### src/hvn_pkg.sv
`timescale 1ns / 1ps
package hvn_pkg;

	localparam int MAX_DIM_DEF = 1024;

	// field widths
	localparam int H_W    = 16;
	localparam int NRM_W  = 16;
	localparam int POS_W  = 10;
	localparam int CFG_W  = 11;
	localparam int ACC_W  = 19;
	localparam int DIN_W  = 16;
	localparam int DOUT_W = 72;

	// unit length in Q1.14
	localparam logic [NRM_W-1:0] Q14_ONE = 16'd16384;
	// face y component in Q8.8
	localparam logic signed [ACC_W-1:0] FACE_Y = 19'sd256;

	// configuration register indexes
	localparam logic REG_GRID_WIDTH  = 1'b0;
	localparam logic REG_GRID_HEIGHT = 1'b1;

	typedef enum logic [2:0] {
		T_IDLE,
		T_RD,
		T_WR,
		T_FACE,
		T_NORM,
		T_OUT
	} top_state_t;

	typedef enum logic [2:0] {
		N_IDLE,
		N_SQ,
		N_ROOT,
		N_DLD,
		N_DIV,
		N_DONE
	} norm_state_t;

	typedef struct packed {
		logic signed [ACC_W-1:0] x;
		logic signed [ACC_W-1:0] y;
		logic signed [ACC_W-1:0] z;
	} acc_vec_t;

	typedef struct packed {
		logic signed [NRM_W-1:0] x;
		logic signed [NRM_W-1:0] y;
		logic signed [NRM_W-1:0] z;
	} nrm_vec_t;

	function automatic logic signed [ACC_W-1:0] ext_h(input logic signed [H_W-1:0] v);
		return {{(ACC_W-H_W){v[H_W-1]}}, v};
	endfunction

endpackage

### src/hvn_norm.sv
`timescale 1ns / 1ps
module hvn_norm (
	input  logic              clk,
	input  logic              arst_n,
	input  logic              start,
	input  hvn_pkg::acc_vec_t vec,
	output logic              done,
	output hvn_pkg::nrm_vec_t nrm
);
	import hvn_pkg::*;

	localparam int MAG_W  = ACC_W - 1;
	localparam int SQ_W   = 2 * MAG_W;
	localparam int QS_W   = SQ_W + 2;
	localparam int X_W    = 63;
	localparam int D_W    = 31;
	localparam int NUM_W  = MAG_W + 27;
	localparam int DV_W   = D_W + 16;
	localparam int QUO_W  = 16;

	norm_state_t state_q, state_nx;

	logic signed [ACC_W-1:0] s_q [3];
	logic [1:0]              k_q;
	logic [SQ_W-1:0]         prod_q;
	logic [QS_W-1:0]         qsum_q;
	logic [X_W-1:0]          x_q, res_q, bit_q;
	logic [DV_W-1:0]         rem_q;
	logic [QUO_W-1:0]        quo_q;
	logic [3:0]              i_q;
	logic                    sat_q;
	logic signed [NRM_W-1:0] nrm_q [3];

	logic [MAG_W-1:0]        mag_k, mag_j;
	logic [QS_W-1:0]         qsum_nx;
	logic [X_W-1:0]          trial;
	logic [D_W-1:0]          den;
	logic [NUM_W-1:0]        num;
	logic [DV_W-1:0]         dsh;
	logic [QUO_W-1:0]        quo_nx, lim;
	logic signed [NRM_W-1:0] signed_lim;

	function automatic logic [MAG_W-1:0] mag_of(input logic signed [ACC_W-1:0] v);
		logic signed [ACC_W-1:0] n;
		n = -v;
		return v[ACC_W-1] ? n[MAG_W-1:0] : v[MAG_W-1:0];
	endfunction

	// operand selection and datapath
	always_comb begin
		mag_k   = mag_of(s_q[k_q]);
		mag_j   = mag_of(s_q[k_q]);
		qsum_nx = qsum_q + QS_W'(prod_q);
		trial   = res_q + bit_q;
		den     = res_q[D_W-1:0];
		num     = {1'b0, mag_j, 26'b0} + NUM_W'(den >> 1);
		dsh     = DV_W'(den) << i_q;
		quo_nx  = quo_q;
		if (rem_q >= dsh)
			quo_nx[i_q] = 1'b1;
		lim = (sat_q || quo_nx > Q14_ONE) ? Q14_ONE : quo_nx;
		signed_lim = s_q[k_q][ACC_W-1] ? -signed'(lim) : signed'(lim);
	end

	// next state
	always_comb begin
		state_nx = state_q;
		done     = 1'b0;
		case (state_q)
			N_IDLE: begin
				if (start)
					state_nx = N_SQ;
			end
			N_SQ: begin
				if (k_q == 2'd3)
					state_nx = N_ROOT;
			end
			N_ROOT: begin
				if (bit_q[0])
					state_nx = N_DLD;
			end
			N_DLD: state_nx = N_DIV;
			N_DIV: begin
				if (i_q == 4'd0)
					state_nx = (k_q == 2'd2) ? N_DONE : N_DLD;
			end
			N_DONE: begin
				done     = 1'b1;
				state_nx = N_IDLE;
			end
			default: state_nx = N_IDLE;
		endcase
	end

	always_ff @(posedge clk or negedge arst_n) begin
		if (!arst_n)
			state_q <= N_IDLE;
		else
			state_q <= state_nx;
	end

	// square, root and divide registers
	always_ff @(posedge clk) begin
		case (state_q)
			N_IDLE: begin
				if (start) begin
					s_q[0] <= vec.x;
					s_q[1] <= vec.y;
					s_q[2] <= vec.z;
					k_q    <= 2'd0;
					qsum_q <= '0;
				end
			end
			N_SQ: begin
				prod_q <= mag_k * mag_k;
				if (k_q != 2'd0)
					qsum_q <= qsum_nx;
				k_q <= k_q + 2'd1;
				if (k_q == 2'd3) begin
					x_q   <= X_W'({qsum_nx, 24'b0});
					res_q <= '0;
					bit_q <= X_W'(1) << 62;
					k_q   <= 2'd0;
				end
			end
			N_ROOT: begin
				if (x_q >= trial) begin
					x_q   <= x_q - trial;
					res_q <= (res_q >> 1) + bit_q;
				end else begin
					res_q <= res_q >> 1;
				end
				bit_q <= bit_q >> 2;
			end
			N_DLD: begin
				rem_q <= DV_W'(num);
				sat_q <= DV_W'(num) >= {den, 16'b0};
				quo_q <= '0;
				i_q   <= 4'd15;
			end
			N_DIV: begin
				if (rem_q >= dsh)
					rem_q <= rem_q - dsh;
				quo_q <= quo_nx;
				i_q   <= i_q - 4'd1;
				if (i_q == 4'd0) begin
					nrm_q[k_q] <= signed_lim;
					k_q        <= k_q + 2'd1;
				end
			end
			default: ;
		endcase
	end

	assign nrm.x = nrm_q[0];
	assign nrm.y = nrm_q[1];
	assign nrm.z = nrm_q[2];

endmodule

### config.mk
export PLATFORM = sky130hd
export DESIGN_NAME = hvn_norm
export DESIGN_NICKNAME = d
export VERILOG_FILES = /design/src/hvn_pkg.sv /design/src/hvn_norm.sv
export SDC_FILE = /design/constraint.sdc
export NUM_CORES = 2
export LEC_CHECK = 0
export BUFFER_PORTS_ARGS = -buffer_cell sky130_fd_sc_hd__buf_2
export CORE_UTILIZATION = 62
export CTS_CLUSTER_SIZE = 16
export DETAILED_ROUTE_END_ITERATION = 12
export GPL_TIMING_DRIVEN = 1
export PLACE_DENSITY = 0.79
export SLEW_MARGIN = 0
export SYNTH_ARGS = -nofsm -noshare
export SYNTH_HDL_FRONTEND = slang
export SYNTH_SLANG_ARGS = --single-unit
### constraint.sdc
create_clock -name clk -period 11.25 [get_ports clk]
set_input_delay 1.125 -clock clk [delete_from_list [all_inputs] [get_ports clk]]
set_output_delay 1.125 -clock clk [all_outputs]
set_load 0.01 [all_outputs]
Word level (Yosys, flattened, before mapping)
Memories as Yosys holds them, arrays and structs flattened. A register that Yosys moved wholly into a read port is not among the register bits.
Index checks and enable logic that the tools add are counted.
{ "classes": {"addsub": 10, "n_mul": 1, "magnitude_cmp": 6, "eq_ne": 14, "shift": 1, "n_mux": 39, "bitwise_logic": 1, "reduce_logical": 15} }
{ "op_table": {"columns": ["op", "count"], "rows": [
  ["case mux 63 bit (2 select lines)", 3],
  ["2-to-1 mux 63 bit", 5],
  ["case mux 47 bit (2 select lines)", 1],
  ["2-to-1 mux 38 bit", 2],
  ["case mux 38 bit (2 select lines)", 1],
  ["adder 62 x 63 -> 63 bit", 1],
  ["adder 63 bit", 1],
  ["greater-or-equal comparator 63 bit", 1],
  ["subtractor 63 bit", 1],
  ["2-to-1 mux 16 bit", 3],
  ["greater-or-equal comparator 45 x 47 -> 1 bit", 1],
  ["greater-or-equal comparator 47 bit", 1],
  ["2-to-1 mux 47 bit", 1],
  ["<< shifter 31 x 4 -> 47 bit", 1],
  ["subtractor 47 bit", 1],
  ["adder 44 x 30 -> 45 bit", 1],
  ["adder 38 x 36 -> 38 bit", 1],
  ["multiplier 18 x 18 -> 36 bit", 1],
  ["case mux 16 bit (2 select lines)", 1],
  ["2-to-1 mux 18 bit", 1],
  ["negation 18 bit", 1],
  ["greater-than comparator 16 x 15 -> 1 bit, second input constant", 1],
  ["negation 16 bit", 1],
  ["OR 16 bit", 1],
  ["other kinds (25)", 54]
]} }
{ "totals": {"regBits": 336, "ramBits": 105, "input_bits": 60, "out_inout_bits": 49, "wordCells": 100, "mem_count": 2} }
{ "memory_table": {"columns": ["name", "depth", "width", "read_ports", "rd_ports_with_merged_regs", "wr", "line", "rtl"], "rows": [
  ["s_q", 3, 19, 1, 1, 3, "hvn_norm.sv:23", "logic signed [ACC_W-1:0] s_q [3];"],
  ["nrm_q", 3, 16, 3, 0, 1, "hvn_norm.sv:32", "logic signed [NRM_W-1:0] nrm_q [3];"]
]} }

Depth between registers and ports, before layout
{ "depth": {"ltp_word": 11, "depth_mapped": 36, "depth_no_buf": 33} }

Least setup slack after synthesis
Ideal clock, no wire load.
{ "synth_timing": {"kind": "reg-to-reg", "start": "register res_q[2]", "end": "register x_q[0], enable pin", "setup_time_ns": 0.581, "t_arrival_ns": 9.734, "t_required_ns": 10.669, "setup_slack_ns": 0.936, "path_stages_with_launch": 26, "path_buffers": 4, "synth_period_minus_slack_ns": 10.314, "path_cell_list": "edfxtp_1 ha_1 a31o_2 a31oi_1 o21ai_1 a21o_1 a31oi_1 o211ai_1 o31ai_1 o21bai_1 a31o_2 xnor2_1 ha_1 clkbuf_1 and4_1 and3_1 and3_1 nand4_1 nand2_1 or3_1 a2111oi_4 or2_1 buf_4 buf_6 buf_4 a21boi_0"} }
{ "synth_between": {"elab_chain_cells": 4} }
{ "synth_lines": {"columns": ["item", "line", "rtl"], "rows": [
  ["start: declaration", "hvn_norm.sv:27", "logic [X_W-1:0] x_q, res_q, bit_q;"],
  ["start signal: assignment", "hvn_norm.sv:129", "res_q <= (res_q >> 1) + bit_q;"],
  ["start signal: assignment", "hvn_norm.sv:131", "res_q <= res_q >> 1;"],
  ["adder 63 bit", "hvn_norm.sv:54", "trial = res_q + bit_q;"],
  ["greater-or-equal comparator 63 bit", "hvn_norm.sv:127", "if (x_q >= trial) begin"],
  ["inequality test 2 bit (no source line)", null, null],
  ["AND reduction 3 bit (no source line)", null, null],
  ["end signal: assignment", "hvn_norm.sv:120", "x_q <= X_W'({qsum_nx, 24'b0});"],
  ["end signal: assignment", "hvn_norm.sv:128", "x_q <= x_q - trial;"],
  ["end: declaration", "hvn_norm.sv:27", null]
]} }
No other way between the ends.
A chain may end at the register's enable or synchronous reset.

==> run summary <==
Drt wl/cell - 19.5 um
Clock latency on the worst-skew pair - 610 ps
Area leader, netlist - edfxtp_1
Met2 WL - 48,100 um
Drt via density - 6.19
Number of synthesized flops with an enable pin - 406
Async SR Flop Fraction - 0.00730
Postcts setup bufs - 0
Hold Vio Cnt, Final - 0
CTS root buffer - clkbuf_16
CP required - 11,610 ps
Vias in the first global route - 30,774
DR iter-0 viols - 3,204
Maxcap violations - 0
Gp weighted congestion - 0.925
Worst-margin pin slew - 1310 ps
Hold_buf cts - 0
Drt pass-1 iters - 6
Worst hold slack - 347 ps
Mapped Cells - 4,243
Die Footprint - 64,900 um^2
Crit path kind - flop to flop
Yosys cell types - 97
Share of the synthesized area in the top cell type - 0.308
Gr usage total - 0.310
Core box area - 63,100 um^2
Ports - 109
Fmax - 99.8 MHz
Period utilisation layout - 0.891
Clk slew on worst S/H paths - 60 ps
Commonest cells after routing, fill and taps aside - nand2_1, inv_1, edfxtp_1
CP Capture Type - flop
CTS max path bufs - 3
Post-route minimum period - 10,020 ps
DRC - 0
Worst path slowest cell - xor2_1
Clock Skews - 39.7 ps
Layout area overhead - 6.98%
Antenna violations before repair - 3
Clock tree sinks - 411
Crit-path max cell delay - 800 ps
CTS tree - built
Hold crit path type - input pin to async pin
Largest net degree at the start of global routing - 85
Worst Path Max Fanout - 28
Gr ovfl total - 0
Post-CTS Resized - 0
Num rows - 92
Mapped Area - 39,600 um^2
Clock buffer count from CTS - 48
Post-route setup TNS - 0 ps
Post-synthesis sequential area ratio - 0.311
Detail Route Antenna Nets - 0
Largest cells by area after synthesis - edfxtp_1, ha_1, fa_1, nand2_1, inv_1
Critical Path AT - 10,380 ps
Port buffer count - 108
Layout cells sized above 1 - 0.0792
First-pass GRT wire length - 160,000 um
H-Tree Depth - 2
Critical Path Start Type - flop
Syn avg cell area - 9.33 um^2
Most common cell after layout, fill and taps aside - nand2_1
Top_reg_cell synth - edfxtp_1
Status - finished clean
Met3 wire length - 8080 um
Unrepaired setup endpoints after global routing - false
Detailed-route via count - 31,938
Hpwl dp - 76,800 um
Initial Util - 0.628
Die height - 255 um
Register bit total from synthesis - 411
Nets - 4,910
Routed WL - 101,000 um
Highest metal used - met4
Syn nets - 4,884
Slew headroom - 0.121
Synth Warn # - 0
Endpoints failing setup - 0
Max Slew Vio Count - 0
Horiz. Die Dim - 255 um
Wl on met1 - 41,400 um
cells in the mapped netlist (all sizes together) (78+ instances only):
library cell and count:
nand2 423, inv 415, edfxtp 406, nor2 381, ha 359, a21oi 272
o21ai 264, fa 222, xnor2 175, clkbuf 133, xor2 122, a21o 105
a31oi 78
cell families after synthesis:
| kind of cell | after synthesis | synth area share |
|---|---|---|
| AO/OA/AOI/OAI | 1008 | 0.160 |
| XOR/XNOR | 297 | 0.0663 |
| adder cells (fa/ha/maj) | 581 | 0.226 |
| buffers and inverters | 587 | 0.0574 |
| flip-flops | 411 | 0.311 |
| multiplexers | 95 | 0.0314 |
| AND/OR/NAND/NOR | 1264 | 0.148 |
metrics by stage:
step	utilization	setup WS (ps)	instance area [um^2]	std cells
6_report	0.672	1230	42400	5156
5_1_grt	0.672	536	42400	5156
4_1_cts	0.671	1400	42400	5153
3_5_place_dp	0.647	1390	40800	5065
3_3_place_gp	0.647	1620	40800	5065
2_1_floorplan	-	936	39600	4243
worst paths after layout:
check	end	slack (ps)	cells after the start
min in group clk	bit_q[42]	590	1
max reg2reg	prod_q[33]	1230	31
min reg2reg	bit_q[42]	590	1
max	prod_q[33]	1230	31
max in group asynchronous	state_q[0]	10770	1
min	state_q[2]	350	1
final cells by class:
class                           count  area, um^2
Fill cell                        5048       20700
Clock buffer                       54        1240
Multi-Input combinational cell   3245       25100
Sequential cell                   411       12300
Antenna cell                        3        7.51
Inverter                          421        1580
Timing Repair Buffer              142         796
Clock inverter                     34         290
Tap cell                          846        1060
critical path: cells and delay by family, from the launching register on:
family          cells  cell delay (ps)
simple gates        4             1150
xor+xnor            2              940
flops               1              520
fa+ha+maj           8             3700
compound gates     10             2300
buf+inv             7             1180
state kept, by name, indices dropped and copies added, names as in the netlist, named ones only:
register	cells
res_q	63
nrm_q	48
state_q	3
quo_q	16
x_q	63
s_q	57
sat_q	1
bit_q	32
k_q	2
qsum_q	38
prod_q	35
i_q	4
rem_q	47
routing by layer:
metal	GRT usage	vias to the layer above
li1	-	15031
met1	0.418	15336
met2	0.509	1347
met3	0.0540	224
met4	0.0958	0
met5	0	-
Power is not shown: default switching activity piles up to over one toggle a cycle in this logic, so the estimate is an artifact.
